$ cat src/rtl/core/rsf_pkg.sv
// ----------------------------------------------------------------------------
// rsf_pkg: shared types and constants of the RTP stream source filter
// Table depths, index widths, register indexes, the structs passed between
// the scan unit, the tables and the sequencer, and free-slot search helpers.
// ----------------------------------------------------------------------------
`default_nettype none

package rsf_pkg;

  localparam int BOUND_DEPTH  = 8;
  localparam int REMOTE_DEPTH = 16;

  localparam int BIDX_W = (BOUND_DEPTH > 1) ? $clog2(BOUND_DEPTH) : 1;
  localparam int RIDX_W = (REMOTE_DEPTH > 1) ? $clog2(REMOTE_DEPTH) : 1;
  localparam int SCAN_W = (BIDX_W > RIDX_W) ? BIDX_W : RIDX_W;

  localparam int SRC_W = 32;
  localparam int TAG_W = 64;
  localparam int PT_W  = 7;
  localparam int CFG_W = 64;
  localparam int CIDX_W = 2;

  // Configuration register indexes.
  localparam logic [CIDX_W-1:0] CFG_STREAM_TAG   = 2'd0;
  localparam logic [CIDX_W-1:0] CFG_TAG_VALID    = 2'd1;
  localparam logic [CIDX_W-1:0] CFG_UNIQUE_LOW   = 2'd2;
  localparam logic [CIDX_W-1:0] CFG_UNIQUE_HIGH  = 2'd3;

  // Read request from the scan unit into the tables.
  typedef struct packed {
    logic              remote;
    logic [SCAN_W-1:0] idx;
  } rd_req_t;

  // Entry presented by the tables for the current read request.
  typedef struct packed {
    logic             valid;
    logic [SRC_W-1:0] entry;
  } rd_rsp_t;

  // Outcome of one table scan, held until the next scan starts.
  typedef struct packed {
    logic              done;
    logic              hit;
    logic [SCAN_W-1:0] hit_idx;
  } scan_res_t;

  // Table update request from the sequencer.
  typedef struct packed {
    logic              clr_bind;
    logic              b_clr;
    logic [BIDX_W-1:0] b_clr_idx;
    logic              b_set;
    logic [BIDX_W-1:0] b_set_idx;
    logic              r_set;
    logic [RIDX_W-1:0] r_set_idx;
    logic [SRC_W-1:0]  data;
  } tbl_wr_t;

  typedef struct packed {
    logic              found;
    logic [BIDX_W-1:0] idx;
  } bfree_t;

  typedef struct packed {
    logic              found;
    logic [RIDX_W-1:0] idx;
  } rfree_t;

  // Lowest free slot of the bound table.
  function automatic bfree_t bound_free(input logic [BOUND_DEPTH-1:0] valid);
    bfree_t res;
    res = '0;
    for (int i = BOUND_DEPTH - 1; i >= 0; i--) begin
      if (!valid[i]) begin
        res.found = 1'b1;
        res.idx   = BIDX_W'(i);
      end
    end
    return res;
  endfunction

  // Lowest free slot of the remote table.
  function automatic rfree_t remote_free(input logic [REMOTE_DEPTH-1:0] valid);
    rfree_t res;
    res = '0;
    for (int i = REMOTE_DEPTH - 1; i >= 0; i--) begin
      if (!valid[i]) begin
        res.found = 1'b1;
        res.idx   = RIDX_W'(i);
      end
    end
    return res;
  endfunction

endpackage

`default_nettype wire

$ cat src/rtl/core/rsf_tables.sv
// ----------------------------------------------------------------------------
// rsf_tables: bound and remote source id tables
// Holds the entries and their valid bits, presents one entry per cycle to
// the scan unit and applies set, clear and clear-all updates.
// ----------------------------------------------------------------------------
`default_nettype none

module rsf_tables import rsf_pkg::*; (
  input  wire                     clk_i,
  input  wire                     rst_ni,
  input  rd_req_t                 rd_req_i,
  output rd_rsp_t                 rd_rsp_o,
  input  tbl_wr_t                 wr_i,
  output logic [BOUND_DEPTH-1:0]  bound_valid_o,
  output logic [REMOTE_DEPTH-1:0] remote_valid_o
);

  logic [SRC_W-1:0]        bound_q  [BOUND_DEPTH];
  logic [SRC_W-1:0]        remote_q [REMOTE_DEPTH];
  logic [BOUND_DEPTH-1:0]  bvalid_q, bvalid_d;
  logic [REMOTE_DEPTH-1:0] rvalid_q, rvalid_d;
  logic [BIDX_W-1:0]       b_rd_idx;
  logic [RIDX_W-1:0]       r_rd_idx;

  assign b_rd_idx = rd_req_i.idx[BIDX_W-1:0];
  assign r_rd_idx = rd_req_i.idx[RIDX_W-1:0];

  always_comb begin
    if (rd_req_i.remote) begin
      rd_rsp_o.valid = rvalid_q[r_rd_idx];
      rd_rsp_o.entry = remote_q[r_rd_idx];
    end else begin
      rd_rsp_o.valid = bvalid_q[b_rd_idx];
      rd_rsp_o.entry = bound_q[b_rd_idx];
    end
  end

  always_comb begin
    bvalid_d = bvalid_q;
    if (wr_i.b_clr) begin
      bvalid_d[wr_i.b_clr_idx] = 1'b0;
    end
    if (wr_i.b_set) begin
      bvalid_d[wr_i.b_set_idx] = 1'b1;
    end
    if (wr_i.clr_bind) begin
      bvalid_d = '0;
    end
    rvalid_d = rvalid_q;
    if (wr_i.r_set) begin
      rvalid_d[wr_i.r_set_idx] = 1'b1;
    end
  end

  always_ff @(posedge clk_i or negedge rst_ni) begin
    if (!rst_ni) begin
      bvalid_q <= '0;
      rvalid_q <= '0;
    end else begin
      bvalid_q <= bvalid_d;
      rvalid_q <= rvalid_d;
    end
  end

  always_ff @(posedge clk_i) begin
    if (wr_i.b_set) begin
      bound_q[wr_i.b_set_idx] <= wr_i.data;
    end
    if (wr_i.r_set) begin
      remote_q[wr_i.r_set_idx] <= wr_i.data;
    end
  end

  assign bound_valid_o  = bvalid_q;
  assign remote_valid_o = rvalid_q;

endmodule

`default_nettype wire

$ cat src/rtl/core/rsf_scan.sv
// ----------------------------------------------------------------------------
// rsf_scan: shared source id compare unit
// Walks one table an entry per cycle through a single 32-bit comparator and
// stops at the first valid entry equal to the key or after the last entry.
// ----------------------------------------------------------------------------
`default_nettype none

module rsf_scan import rsf_pkg::*; (
  input  wire              clk_i,
  input  wire              rst_ni,
  input  wire              start_i,
  input  wire              remote_i,
  input  wire  [SRC_W-1:0] key_i,
  output rd_req_t          rd_req_o,
  input  rd_rsp_t          rd_rsp_i,
  output scan_res_t        res_o
);

  logic              active_q, active_d;
  logic              remote_q, remote_d;
  logic [SCAN_W-1:0] idx_q, idx_d;
  logic [SRC_W-1:0]  key_q, key_d;
  logic              hit_q, hit_d;
  logic [SCAN_W-1:0] hit_idx_q, hit_idx_d;
  logic              done_q, done_d;
  logic              match;
  logic              last;

  assign match = rd_rsp_i.valid && (rd_rsp_i.entry == key_q);
  assign last  = remote_q ? (idx_q == SCAN_W'(REMOTE_DEPTH - 1))
                          : (idx_q == SCAN_W'(BOUND_DEPTH - 1));

  always_comb begin
    active_d  = active_q;
    remote_d  = remote_q;
    idx_d     = idx_q;
    key_d     = key_q;
    hit_d     = hit_q;
    hit_idx_d = hit_idx_q;
    done_d    = 1'b0;
    if (start_i) begin
      active_d = 1'b1;
      remote_d = remote_i;
      idx_d    = '0;
      key_d    = key_i;
      hit_d    = 1'b0;
    end else if (active_q) begin
      if (match) begin
        hit_d     = 1'b1;
        hit_idx_d = idx_q;
        active_d  = 1'b0;
        done_d    = 1'b1;
      end else if (last) begin
        active_d = 1'b0;
        done_d   = 1'b1;
      end else begin
        idx_d = idx_q + SCAN_W'(1);
      end
    end
  end

  always_ff @(posedge clk_i or negedge rst_ni) begin
    if (!rst_ni) begin
      active_q <= 1'b0;
      done_q   <= 1'b0;
      hit_q    <= 1'b0;
    end else begin
      active_q <= active_d;
      done_q   <= done_d;
      hit_q    <= hit_d;
    end
  end

  always_ff @(posedge clk_i) begin
    remote_q  <= remote_d;
    idx_q     <= idx_d;
    key_q     <= key_d;
    hit_idx_q <= hit_idx_d;
  end

  assign rd_req_o.remote = remote_q;
  assign rd_req_o.idx    = idx_q;
  assign res_o.done      = done_q;
  assign res_o.hit       = hit_q;
  assign res_o.hit_idx   = hit_idx_q;

endmodule

`default_nettype wire

$ cat src/rtl/core/rtp_stream_ssrc_filter_core.sv
// ----------------------------------------------------------------------------
// rtp_stream_ssrc_filter_core: RTP stream source filter
// Decides per received RTP header whether the packet belongs to the stream,
// tracks source ids bound to the stream tag and learns remote source ids.
// ----------------------------------------------------------------------------
// Usage:
// An item is taken at a rising clock edge with start_i high and busy_o low.
// The item either filters a packet header (command_i low) or adds source_id_i
// to the remote set (command_i high). Exactly one result follows per item:
// done_o is high for one cycle with accept_o, learned_o and table_full_o
// valid, and the receiver has no way to hold it off.
// Timing: a header first walks the bound table, one entry per cycle through
// the shared comparator, stopping early on a hit. When no binding remains it
// walks the remote table the same way; an add command walks only the remote
// table. busy_o drops in the cycle done_o is shown, so the next item can be
// taken right then. The walk length through the comparator sets the rate.
// Configuration is written through cfg_we_i, cfg_idx_i and cfg_data_i while
// the block is idle; a write to the stream tag or its valid flag clears all
// bindings. Reset empties both tables and zeroes the config registers.
// ----------------------------------------------------------------------------
`default_nettype none

module rtp_stream_ssrc_filter_core import rsf_pkg::*; (
  input  wire              clk_i,
  input  wire              rst_ni,
  input  wire              cfg_we_i,
  input  wire [CIDX_W-1:0] cfg_idx_i,
  input  wire [CFG_W-1:0]  cfg_data_i,
  input  wire              start_i,
  output logic             busy_o,
  input  wire              command_i,
  input  wire [SRC_W-1:0]  source_id_i,
  input  wire              tag_present_i,
  input  wire [TAG_W-1:0]  packet_tag_i,
  input  wire [PT_W-1:0]   payload_kind_i,
  output logic             done_o,
  output logic             accept_o,
  output logic             learned_o,
  output logic             table_full_o
);

  typedef enum logic [2:0] {
    ST_IDLE  = 3'b001,
    ST_BSCAN = 3'b010,
    ST_RSCAN = 3'b100
  } state_e;

  state_e state_q, state_d;

  // Configuration registers.
  logic [TAG_W-1:0] stream_tag_q;
  logic             tag_valid_q;
  logic [63:0]      uniq_low_q;
  logic [63:0]      uniq_high_q;

  // Item held for the length of its walk.
  logic             command_q;
  logic [SRC_W-1:0] source_q;
  logic             tagged_q;
  logic             matches_q;
  logic [PT_W-1:0]  pt_q;

  // Result registers.
  logic done_q, done_d;
  logic accept_q, accept_d;
  logic learned_q, learned_d;
  logic full_q, full_d;

  logic      take;
  logic      scan_start;
  logic      scan_remote;
  logic [SRC_W-1:0] scan_key;
  rd_req_t   rd_req;
  rd_rsp_t   rd_rsp;
  scan_res_t scan_res;
  tbl_wr_t   wr;
  logic [BOUND_DEPTH-1:0]  bvalid;
  logic [REMOTE_DEPTH-1:0] rvalid;

  bfree_t bfree;
  rfree_t rfree;
  logic [BIDX_W-1:0]      slot;
  logic                   unbind;
  logic                   b_ins;
  logic [BOUND_DEPTH-1:0] clr_vec;
  logic [BOUND_DEPTH-1:0] set_vec;
  logic [BOUND_DEPTH-1:0] new_bvalid;
  logic                   any_bound;
  logic                   unique_pt;
  logic                   r_ins;

  assign busy_o = (state_q != ST_IDLE);
  assign take   = start_i && !busy_o;

  // Configuration writes.
  always_ff @(posedge clk_i or negedge rst_ni) begin
    if (!rst_ni) begin
      stream_tag_q <= '0;
      tag_valid_q  <= 1'b0;
      uniq_low_q   <= '0;
      uniq_high_q  <= '0;
    end else if (cfg_we_i) begin
      unique case (cfg_idx_i)
        CFG_STREAM_TAG:  stream_tag_q <= cfg_data_i;
        CFG_TAG_VALID:   tag_valid_q  <= cfg_data_i[0];
        CFG_UNIQUE_LOW:  uniq_low_q   <= cfg_data_i;
        CFG_UNIQUE_HIGH: uniq_high_q  <= cfg_data_i;
        default: ;
      endcase
    end
  end

  // The tag compare is done once, as the item is taken.
  always_ff @(posedge clk_i) begin
    if (take) begin
      command_q <= command_i;
      source_q  <= source_id_i;
      tagged_q  <= tag_present_i;
      matches_q <= tag_present_i && tag_valid_q && (packet_tag_i == stream_tag_q);
      pt_q      <= payload_kind_i;
    end
  end

  // Bound table decision, evaluated when the bound walk finishes.
  assign bfree      = bound_free(bvalid);
  assign slot       = scan_res.hit_idx[BIDX_W-1:0];
  assign unbind     = scan_res.hit && tagged_q && !matches_q;
  assign b_ins      = matches_q && !scan_res.hit;
  assign clr_vec    = unbind ? (BOUND_DEPTH'(1) << slot) : '0;
  assign set_vec    = (b_ins && bfree.found) ? (BOUND_DEPTH'(1) << bfree.idx) : '0;
  assign new_bvalid = (bvalid & ~clr_vec) | set_vec;
  assign any_bound  = |new_bvalid;

  // Remote table decision, evaluated when the remote walk finishes.
  assign rfree     = remote_free(rvalid);
  assign unique_pt = pt_q[PT_W-1] ? uniq_high_q[pt_q[PT_W-2:0]] : uniq_low_q[pt_q[PT_W-2:0]];
  assign r_ins     = !scan_res.hit && (command_q || unique_pt);

  always_comb begin
    state_d     = state_q;
    scan_start  = 1'b0;
    scan_remote = 1'b0;
    scan_key    = source_q;
    done_d      = 1'b0;
    accept_d    = accept_q;
    learned_d   = learned_q;
    full_d      = full_q;
    wr          = '0;
    wr.data     = source_q;
    wr.clr_bind = cfg_we_i && ((cfg_idx_i == CFG_STREAM_TAG) || (cfg_idx_i == CFG_TAG_VALID));
    wr.b_clr_idx = slot;
    wr.b_set_idx = bfree.idx;
    wr.r_set_idx = rfree.idx;

    unique case (state_q)
      ST_IDLE: begin
        if (take) begin
          scan_start  = 1'b1;
          scan_remote = command_i;
          scan_key    = source_id_i;
          state_d     = command_i ? ST_RSCAN : ST_BSCAN;
        end
      end
      ST_BSCAN: begin
        if (scan_res.done) begin
          wr.b_clr = unbind;
          wr.b_set = b_ins && bfree.found;
          if (any_bound) begin
            // Only bound ids pass while a binding exists.
            done_d    = 1'b1;
            accept_d  = (scan_res.hit && !unbind) || (b_ins && bfree.found);
            learned_d = 1'b0;
            full_d    = b_ins && !bfree.found;
            state_d   = ST_IDLE;
          end else begin
            scan_start  = 1'b1;
            scan_remote = 1'b1;
            state_d     = ST_RSCAN;
          end
        end
      end
      ST_RSCAN: begin
        if (scan_res.done) begin
          wr.r_set  = r_ins && rfree.found;
          done_d    = 1'b1;
          accept_d  = !command_q && (scan_res.hit || unique_pt);
          learned_d = r_ins && rfree.found;
          full_d    = r_ins && !rfree.found;
          state_d   = ST_IDLE;
        end
      end
      default: begin
        state_d = ST_IDLE;
      end
    endcase
  end

  always_ff @(posedge clk_i or negedge rst_ni) begin
    if (!rst_ni) begin
      state_q <= ST_IDLE;
      done_q  <= 1'b0;
    end else begin
      state_q <= state_d;
      done_q  <= done_d;
    end
  end

  always_ff @(posedge clk_i) begin
    accept_q  <= accept_d;
    learned_q <= learned_d;
    full_q    <= full_d;
  end

  rsf_scan u_scan (
    .clk_i    (clk_i),
    .rst_ni   (rst_ni),
    .start_i  (scan_start),
    .remote_i (scan_remote),
    .key_i    (scan_key),
    .rd_req_o (rd_req),
    .rd_rsp_i (rd_rsp),
    .res_o    (scan_res)
  );

  rsf_tables u_tables (
    .clk_i          (clk_i),
    .rst_ni         (rst_ni),
    .rd_req_i       (rd_req),
    .rd_rsp_o       (rd_rsp),
    .wr_i           (wr),
    .bound_valid_o  (bvalid),
    .remote_valid_o (rvalid)
  );

  assign done_o       = done_q;
  assign accept_o     = accept_q;
  assign learned_o    = learned_q;
  assign table_full_o = full_q;

  // The sequencer returns to idle in the same edge that shows a result.
  a_done_idle: assert property (@(posedge clk_i) disable iff (!rst_ni)
    done_o |-> !busy_o)
    else $error("result shown while still busy");

  // An insert either succeeds or is dropped, never both.
  a_learn_full: assert property (@(posedge clk_i) disable iff (!rst_ni)
    done_o |-> !(learned_o && table_full_o))
    else $error("learned and table_full both set");

  // A taken item keeps the block busy in the following cycle.
  a_take_busy: assert property (@(posedge clk_i) disable iff (!rst_ni)
    (start_i && !busy_o) |=> (busy_o && !done_o))
    else $error("item taken but block not busy");

  // No scan reports back while the sequencer is idle.
  a_scan_idle: assert property (@(posedge clk_i) disable iff (!rst_ni)
    (state_q == ST_IDLE) |-> !scan_res.done)
    else $error("scan finished while sequencer idle");

endmodule

`default_nettype wire

$ cat config.mk
export PLATFORM = sky130hd
export DESIGN_NAME = rtp_stream_ssrc_filter_core
export DESIGN_NICKNAME = d
export VERILOG_FILES = /design/src/rtl/core/rsf_pkg.sv /design/src/rtl/core/rsf_tables.sv /design/src/rtl/core/rsf_scan.sv /design/src/rtl/core/rtp_stream_ssrc_filter_core.sv
export SDC_FILE = /design/constraint.sdc
export NUM_CORES = 1
export LEC_CHECK = 0
export CAP_MARGIN = 20
export CORE_MARGIN = 2
export CORE_UTILIZATION = 28
export CTS_CLUSTER_DIAMETER = 120
export DETAILED_ROUTE_END_ITERATION = 8
export DONT_BUFFER_PORTS = 1
export GPL_TIMING_DRIVEN = 0
export PLACE_DENSITY_LB_ADDON = 0.25
export REMOVE_ABC_BUFFERS = 1
export SLEW_MARGIN = 0
export SYNTH_ARGS = -nofsm -noshare
export SYNTH_HDL_FRONTEND = slang
export SYNTH_SLANG_ARGS = --single-unit
$ cat constraint.sdc
create_clock -name clk_i -period 6.18 [get_ports clk_i]
set_input_delay 0 -clock clk_i [delete_from_list [all_inputs] [get_ports clk_i]]
set_output_delay 0 -clock clk_i [all_outputs]
set_load 0.03 [all_outputs]
# Word-level counts from Yosys, hierarchy flattened
# Memory sizes are Yosys's and may differ from the RTL's. A register that Yosys moved wholly into a read port is not among the register bits.
# Index checks and enable logic that the tools add are counted.
[word_totals]
regBits = 309
mem_bits_rw = 768
inputBits = 175
out_inout_bits = 5
elab_cells = 206
mem_count = 2
[op_classes]
addsub = 1
order_cmp = 9
n_eq_ne = 15
shifts = 2
mux = 101
n_bitwise = 10
n_reduce_logical = 43
[memory_table]
columns = ["name", "depth", "width", "read_ports", "rd_ports_with_merged_regs", "wr", "line", "rtl"]
rows = [
  ["u_tables.remote_q", 16, 32, 1, 1, 1, "rsf_tables.sv:19", "logic [SRC_W-1:0] remote_q [REMOTE_DEPTH];"],
  ["u_tables.bound_q", 8, 32, 1, 1, 1, "rsf_tables.sv:18", "logic [SRC_W-1:0] bound_q [BOUND_DEPTH];"],
]
[ops]
columns = ["operator", "n"]
rows = [
  ["$mux W5", 16],
  ["$eq A64 B64 Y1", 1],
  ["$mux W32", 2],
  ["$mux W1", 46],
  ["$mux W4", 10],
  ["$mux W8", 5],
  ["$mux W33", 1],
  ["$eq A32 B32 Y1", 1],
  ["$mux W3", 7],
  ["$logic_and A1 B1 Y1", 18],
  ["$and A8 B8 Y8", 2],
  ["$not A8 Y8", 2],
  ["$or A16 B16 Y16", 1],
  ["$or A8 B8 Y8", 2],
  ["$shl A1 B3 Y8 const A", 2],
  ["$bmux W1 S6", 2],
  ["$lt A3 B4 Y1 const B", 3],
  ["$pmux W1 S2", 6],
  ["$lt A4 B5 Y1 const B", 2],
  ["$reduce_and A2 Y1", 5],
  ["$pmux W3 S3", 1],
  ["$reduce_and A3 Y1", 3],
  ["$reduce_or A8 Y1", 1],
  ["$logic_not A1 Y1", 7],
  ["23 further kinds", 35],
]

# Longest topological paths before layout
# Gate-level depths: netlist (run 1).
[logic_depth]
depth_word = 21
depth_mapped = 15

# Modules after synthesis
# Synthesis (run 1) repeated with hierarchy kept, for this count alone.
[hier_totals]
hier_cells = 2536
hier_area_um2 = 44049.7
[modules_own_cells]
columns = ["module", "instances", "cells_each", "area_per_inst_um2", "seq_area_each_um2"]
rows = [
  ["rsf_tables", 1, 1529, 30626.9, 23662.7],
  ["rtp_stream_ssrc_filter_core", 1, 887, 11603.6, 5962.0],
  ["rsf_scan", 1, 120, 1819.2, 1266.2],
]

# Least setup slack after synthesis (run 1)
# Ideal clock, no wire load.
[synth_timing]
path_kind = "reg2reg"
from = "register pt_q[0]"
to = "memory u_tables.remote_q[10][0] (enable)"
setup_ps = 462
arrival_time_ps = 4374
path_slack_ps = 1344
stages_incl_launch_ff = 11
n_path_buf = 2
period_less_slack_ps = 4836
cell_sequence = "edfxtp_1 -> buf_6 -> buf_4 -> mux4_2 -> mux4_2 -> mux4_2 -> mux2_2 -> nor2_4 -> nor3_2 -> nand2_4 -> nor3_1"
[synth_via]
elab_chain_len = 10
word_cells_on_any_way = 12
classes_between = "mux (9); reduce/logical (3)"
[synth_rtl]
columns = ["element", "line", "rtl"]
rows = [
  ["start, declared", "rtp_stream_ssrc_filter_core.sv:61", "logic [PT_W-1:0] pt_q;"],
  ["start signal, assigned", "rtp_stream_ssrc_filter_core.sv:120", "pt_q <= payload_kind_i;"],
  ["$bmux W1 S6", "rtp_stream_ssrc_filter_core.sv:136", "assign unique_pt = pt_q[PT_W-1] ? uniq_high_q[pt_q[PT_W-2:0]] : uniq_low_q[pt_q[PT_W-2:0]];"],
  ["$mux W1 (not written as such)", "rtp_stream_ssrc_filter_core.sv:136", ""],
  ["$mux W1 *", "rtp_stream_ssrc_filter_core.sv:136", ""],
  ["$logic_or A1 B1 Y1 *", "rtp_stream_ssrc_filter_core.sv:137", "assign r_ins = !scan_res.hit && (command_q || unique_pt);"],
  ["$logic_and A1 B1 Y1 *", "rtp_stream_ssrc_filter_core.sv:137", ""],
  ["$logic_and A1 B1 Y1 *", "rtp_stream_ssrc_filter_core.sv:184", "wr.r_set = r_ins && rfree.found;"],
  ["$mux W1 *", "rtp_stream_ssrc_filter_core.sv:183", "if (scan_res.done) begin"],
  ["$mux W1 *", "rtp_stream_ssrc_filter_core.sv:155", "unique case (state_q)"],
  ["$mux W1 *", "rsf_tables.sv:69", "if (wr_i.r_set) begin"],
  ["$mux W1 (not written as such) *", "rsf_tables.sv:70", "remote_q[wr_i.r_set_idx] <= wr_i.data;"],
  ["end, declared", "rsf_tables.sv:19", ""],
]
# Every way passes the cells marked *; elsewhere a longest branch is shown, timed or not. The select of a mux whose other input is x is not followed.

==> results of run 1 <==
-- worst max-delay path by stage --
stage / startpoint / to / slack [ns] / cells after the start
2_1_floorplan: flip-flop / u_scan.hit_idx_q[0] / -2.85 / 9
3_3_place_gp: flip-flop / u_scan.hit_idx_q[0] / -10.93 / 9
3_5_place_dp: flip-flop / flip-flop / 0.55 / 13
4_1_cts: flip-flop / u_scan.hit_idx_q[0] / 0.53 / 12
5_1_grt: flip-flop / flip-flop / 0.39 / 13
6_report: flip-flop / u_scan.hit_idx_q[0] / 0.83 / 12
-- power groups by stage --
stage	clock (mW)	combinational (mW)	sequential (mW)
after floorplan	0	3.35	10.3
final	7.25	4.99	10.2
after detailed placement	0	4.86	10.3
after CTS	7.41	5.11	10.2
after global placement	0	4.33	10.8
after global routing	7.70	5.40	10.3
-- layer usage --
metal / track usage / vias to the layer above
met2: 0.262 / 757
met5: 0 / -
met1: 0.196 / 12408
met3: 0.0347 / 219
li1: - / 10235
met4: 0.0449 / 14
-- cells by family (layout without fill, tap and decap cells) --
| group | after synthesis | in the layout | synth area share |
|---|---|---|---|
| other | 0 | 8 | 0 |
| AND/OR/NAND/NOR | 423 | 423 | 0.0450 |
| XOR/XNOR | 84 | 84 | 0.0169 |
| AO/OA/AOI/OAI | 196 | 196 | 0.0302 |
| adder cells (fa/ha/maj) | 1 | 1 | 0.000287 |
| multiplexers | 521 | 521 | 0.181 |
| flip-flops | 1081 | 1081 | 0.710 |
| buffers and inverters | 150 | 539 | 0.0163 |
-- stage by stage --
step	cell area (um2)	setup TNS, ns
2_1_floorplan	43000	-38.27
3_3_place_gp	45500	-2139.26
3_5_place_dp	47300	0
4_1_cts	53300	0
5_1_grt	53300	0
6_report	53300	0
-- registers in the layout, indices dropped and copies added (netlist names), 4 cells and up, named ones only --
name	flops
u_tables.bound_valid_o	8
u_scan.idx_q	4
pt_q	7
u_tables.remote_valid_o	16
source_q	32
u_tables.bound_q	256
uniq_high_q	64
stream_tag_q	64
u_tables.remote_q	512
u_scan.key_q	32
uniq_low_q	64
-- final cells by class --
cell class                      count  share of cell area
Clock inverter                     66              0.0150
Sequential cell                  1081               0.580
Inverter                           30             0.00221
Multi-Input combinational cell   1225               0.226
Tap cell                         2044              0.0480
Timing Repair Buffer              288              0.0674
Antenna cell                        8            0.000375
Clock buffer                      155              0.0606
-- placed cells by master (no fill, tap or decap), types with 8 or more instances in the layout --
| cell | netlist | final |
|---|---|---|
| buf_12 | 0 | 26 |
| nand2_1 | 220 | 219 |
| a22oi_1 | 35 | 35 |
| o22ai_1 | 10 | 10 |
| xnor2_1 | 34 | 34 |
| nor4_1 | 19 | 19 |
| inv_1 | 28 | 20 |
| nand4_1 | 15 | 15 |
| a21oi_1 | 44 | 44 |
| bufinv_16 | 0 | 14 |
| a31oi_1 | 9 | 9 |
| mux4_2 | 193 | 193 |
| o21ai_0 | 33 | 33 |
| clkbuf_8 | 0 | 14 |
| nand2b_1 | 14 | 14 |
| dfrtp_1 | 223 | 223 |
| diode_2 | 0 | 8 |
| nor3_2 | 1 | 8 |
| buf_16 | 0 | 22 |
| dfxtp_1 | 40 | 36 |
| clkinv_2 | 0 | 26 |
| nor2b_1 | 16 | 12 |
| clkinv_1 | 2 | 18 |
| edfxtp_1 | 817 | 817 |
| buf_6 | 6 | 35 |
| dlygate4sd3_1 | 0 | 193 |
| nor2_1 | 48 | 38 |
| nor2_4 | 1 | 11 |
| o211ai_1 | 11 | 11 |
| mux2_2 | 197 | 197 |
| mux2i_1 | 131 | 131 |
| clkbuf_1 | 57 | 23 |
| clkbuf_16 | 0 | 118 |
| nand3_1 | 37 | 36 |
| xor2_1 | 50 | 50 |
-- worst register-to-register path, stage by stage (launching register included) --
cell and delay [ns]:
dfxtp_4 0.71, buf_12 0.32, buf_12 0.28, buf_12 0.26, nor2b_1 0.86, a22oi_1 0.22
nand3_1 0.15, nand2_1 0.07, mux2i_1 0.18, nor4_1 0.72, and4_1 0.36, nand4_1 0.47
nor2_1 0.43
==> impl_metrics.json, run 1 <==
{
  "status": "completed",
  "end_kind": "flip-flop",
  "start_util": 0.282,
  "slowest_stage": "nor2b_1",
  "rows": 144,
  "maxSlewHeadroom": 0.250,
  "drc": 0,
  "insertion_delay_ns": 0.76,
  "ys_types": 70,
  "fillCellCount": 14617,
  "synth_edf_count": 817,
  "worst_pin_slew_ns": 1.13,
  "grt_pass1_vias": 25218,
  "drv_cap": 0,
  "cp_max_fo": 34,
  "finalCritPeriodShare": 0.866,
  "overflow": 0,
  "cts_buffer_depth": 3,
  "cts_hold_buf": 194,
  "fin_crit_ns": 5.35,
  "power.total_mw": 22.4,
  "fin_skew_ns": 0.0846,
  "wl_um": 123000,
  "ys.flop_type": "edfxtp_1",
  "cts_resized": 0,
  "nets": 2918,
  "postCtsSetupBuffers": 0,
  "numCtsBuffers": 116,
  "wl_per_cell_um": 25.1,
  "cts-htree-levels": 3,
  "antenna_found_initial": 18,
  "dpl.hpwl_um": 80600,
  "grt_pass1_wl_um": 176000,
  "post-synth-top-area-cell": "edfxtp_1",
  "worstPathCellList": "buf_12 > buf_12 > buf_12 > nor2b_1 > a22oi_1 > nand3_1 > nand2_1 > mux2i_1 > nor4_1 > and4_1 > nand4_1 > nor2_1",
  "p_per_area_mw_per_mm2": 421,
  "p_sw_frac": 0.298,
  "ant_nets": 0,
  "area_growth_syn_to_layout_pct": 22.4,
  "clkPwrFrac": 0.323,
  "yosysMostFrequentCell": "edfxtp_1",
  "utilization": 0.346,
  "dr_total_vias": 23633,
  "cts_tree": "done",
  "ctsRootBufferMaster": "clkbuf_16",
  "p_leak_nw": 18.4,
  "setup_viol": 0,
  "holdWs_ns": 0.0368,
  "crit_buf_inv": 3,
  "register_area_mm2": 0.0310,
  "grt_max_degree": 225,
  "fp.dieH_um": 398,
  "arrival_ns": 5.76,
  "synth_commonest_cells": "edfxtp_1 (817), dfrtp_1 (223), nand2_1 (220)",
  "min_path_type": "input pin to async pin",
  "critPathRequiredTime_ns": 6.58,
  "synth-warning-count": 0,
  "die_area_mm2": 0.159,
  "finalHoldViolations": 0,
  "viasPerCell": 4.83,
  "p_sw_mw": 6.68,
  "place.port_buffers": 0,
  "drt_iter0_markers": 1847,
  "rr_worst_depth": 12,
  "placedCellCount": 4474,
  "max_freq_mhz": 187,
  "wl_met1_um": 51100,
  "routabilityCongestion": 0.755,
  "syn_inst": 2456,
  "cp_common_cell": "buf_12",
  "start_kind": "flip-flop",
  "synth.area.top_cells": "edfxtp_1 (56%), dfrtp_1 (13%), mux4_2 (10%)",
  "pre_cts_ws_ns": 0.553,
  "rsz0062_at_grt": "no",
  "async_flop_share": 0.207,
  "track_usage": 0.154,
  "ys_ff_latch": 1081,
  "top_layer": "met5",
  "cts.sinks": 1081,
  "crit_type": "flip-flop to flip-flop",
  "peakVddDrop_uv": 254,
  "fp.dieW_um": 398,
  "r2r-end": "u_scan.hit_idx_q[0]",
  "core_area_mm2": 0.154,
  "critPathTopFamily": "simple AND/OR/NAND/NOR gates",
  "combinationalPowerShare": 0.223,
  "wl_met2_um": 61200,
  "multiInputGateArea_mm2": 0.0121,
  "clk_pin_slew_ns": 0.06,
  "wl_met3_um": 7330,
  "pwr-share-seq": 0.454,
  "synth_area_mm2": 0.0436,
  "drive_gt1_frac": 0.250,
  "maxSlewViolCount": 0,
  "setup_ws_ns": 0.826,
  "drt_pre_antenna_iters": 9,
  "synth_top_area_share": 0.563,
  "r2r_slack_ns": 0.83,
  "pin_count": 180,
  "max_stage_delay_ns": 0.81,
  "p_int_mw": 15.8,
  "final_cells": 4897,
  "postSynthAreaPerCell_um2": 17.7,
  "yosysSeqAreaShare": 0.710
}
Note: power is estimated with default switching activity, not from simulation.
==> run 2: changes to the inputs <==
Settings changed: HOLD_SLACK_MARGIN set to 0.06.
==> impl_metrics.json, run 2 (synthesis results as in run 1) <==
{
  "status": "completed",
  "cts_buffer_depth": 3,
  "grt_pass1_wl_um": 177000,
  "drive_gt1_frac": 0.246,
  "p_sw_frac": 0.298,
  "insertion_delay_ns": 0.76,
  "rows": 144,
  "cts_tree": "done",
  "critPathRequiredTime_ns": 6.58,
  "fillCellCount": 14602,
  "grt_pass1_vias": 25429,
  "crit_type": "flip-flop to flip-flop",
  "start_util": 0.282,
  "crit_buf_inv": 3,
  "holdWs_ns": 0.0997,
  "cts_resized": 0,
  "wl_per_cell_um": 25.1,
  "top_layer": "met5",
  "routabilityCongestion": 0.755,
  "ant_nets": 0,
  "cts_hold_buf": 232,
  "maxSlewHeadroom": 0.179,
  "worst_pin_slew_ns": 1.23,
  "clk_pin_slew_ns": 0.06,
  "drv_cap": 0,
  "die_area_mm2": 0.159,
  "setup_ws_ns": 0.807,
  "min_path_type": "input pin to flip-flop",
  "dr_total_vias": 23837,
  "fin_crit_ns": 5.37,
  "cts-htree-levels": 3,
  "drt_pre_antenna_iters": 5,
  "arrival_ns": 5.78,
  "wl_um": 124000,
  "track_usage": 0.155,
  "layout_commonest_cell": "edfxtp_1",
  "pin_count": 180,
  "finalHoldViolations": 0,
  "reg.largest.list": "u_tables.remote_q (512), u_tables.bound_q (256)",
  "pre_cts_ws_ns": 0.553,
  "wl_met3_um": 7250,
  "cts.sinks": 1081,
  "mostFrequentLayoutCells": "edfxtp_1 (817), dlygate4sd3_1 (231), dfrtp_1 (223)",
  "p_int_mw": 15.8,
  "drc": 0,
  "numCtsBuffers": 116,
  "maxSlewViolCount": 0,
  "ctsRootBufferMaster": "clkbuf_16",
  "rsz0062_at_grt": "no",
  "combinationalPowerShare": 0.224,
  "area_growth_syn_to_layout_pct": 23.3,
  "place.port_buffers": 0,
  "postCtsSetupBuffers": 0,
  "cp_common_cell": "buf_12",
  "top_register": "u_tables.remote_q",
  "antenna_found_initial": 14,
  "core_area_mm2": 0.154,
  "critPathTopFamily": "simple AND/OR/NAND/NOR gates",
  "p_sw_mw": 6.70,
  "fp.dieW_um": 398,
  "dpl.hpwl_um": 80600,
  "p_leak_nw": 18.6,
  "nets": 2956,
  "drt_iter0_markers": 1825,
  "clkPwrFrac": 0.323,
  "pwr-share-seq": 0.453,
  "fin_skew_ns": 0.0874,
  "largest_register_ff_count": 512,
  "peakVddDrop_uv": 256,
  "p_per_area_mw_per_mm2": 419,
  "grt_max_degree": 224,
  "worstPathCellList": "buf_12 > buf_12 > buf_12 > nor2b_1 > a22oi_1 > nand3_1 > nand2_1 > mux2i_1 > nor4_1 > and4_1 > nand4_1 > nor2_1",
  "setup_viol": 0,
  "wl_met2_um": 61500,
  "viasPerCell": 4.83,
  "max_stage_delay_ns": 0.82,
  "end_kind": "flip-flop",
  "wl_met1_um": 51400,
  "slowest_stage": "nor2b_1",
  "fp.dieH_um": 398,
  "start_kind": "flip-flop",
  "cp_max_fo": 34,
  "overflow": 0,
  "max_freq_mhz": 186,
  "finalCritPeriodShare": 0.869
}
run 2: changes by cell type in the layout (fill, tap and decap cells not counted), sizes merged:
cell / previous run / this run
diode: 8 / 5
dlygate4sd3: 193 / 231
run 2: area by class of cell:
cell class / count / area (um2) / share of cell area
tap: 2044 / 2560 / 0.0476
antenna: 5 / 12.5 / 0.000233
timing repair buffer: 326 / 3970 / 0.0740
inverter: 30 / 118 / 0.00219
sequential: 1081 / 31000 / 0.576
multi-input combinational: 1225 / 12100 / 0.224
clock buffer: 155 / 3230 / 0.0602
clock inverter: 66 / 801 / 0.0149
run 2: worst reg2reg max path: stages (launching register included):
cell	delay [ns]
dfxtp_4	0.71
buf_12	0.32
buf_12	0.28
buf_12	0.26
nor2b_1	0.86
a22oi_1	0.22
nand3_1	0.15
nand2_1	0.07
mux2i_1	0.18
nor4_1	0.75
and4_1	0.35
nand4_1	0.47
nor2_1	0.43
run 2: power by group through the flow:
stage	clock, mW	sequential (mW)	combinational, mW
global route	7.70	10.3	5.45
detailed placement	0	10.3	4.86
finish	7.26	10.2	5.04
global placement	0	10.8	4.33
CTS	7.41	10.2	5.15
floorplan	0	10.3	3.35
run 2: metal layers:
layer | GRT usage | up-vias
met2 | 0.263 | 745
met3 | 0.0344 | 208
met5 | 0 | -
li1 | - | 10317
met1 | 0.197 | 12553
met4 | 0.0451 | 14
run 2: through the flow:
step           utilization  area, um2  cells  setup TNS (ns)  power, mW
4_1_cts              0.348      53700   4927               0       22.8
2_1_floorplan            -      43000   2336          -38.27       13.6
3_5_place_dp         0.307      47300   4474               0       15.2
5_1_grt              0.348      53700   4931               0       23.5
3_3_place_gp         0.295      45500   4380        -2139.26       15.1
6_report             0.348      53700   4932               0       22.5
run 2: path summary, 6_finish.rpt:
path	start	endpoint	slack (ns)	depth (start not counted)
max in group asynchronous	rst_ni	stream_tag_q[60]	4.32	4
worst max register to register	flip-flop	u_scan.hit_idx_q[0]	0.81	12
worst min-delay path	cfg_data_i[29]	uniq_high_q[29]	0.1	2
min in group asynchronous	rst_ni	stream_tag_q[15]	0.49	3
worst max-delay path	flip-flop	u_scan.hit_idx_q[0]	0.81	12
worst min register to register	uniq_high_q[38]	uniq_high_q[38]	0.50	1
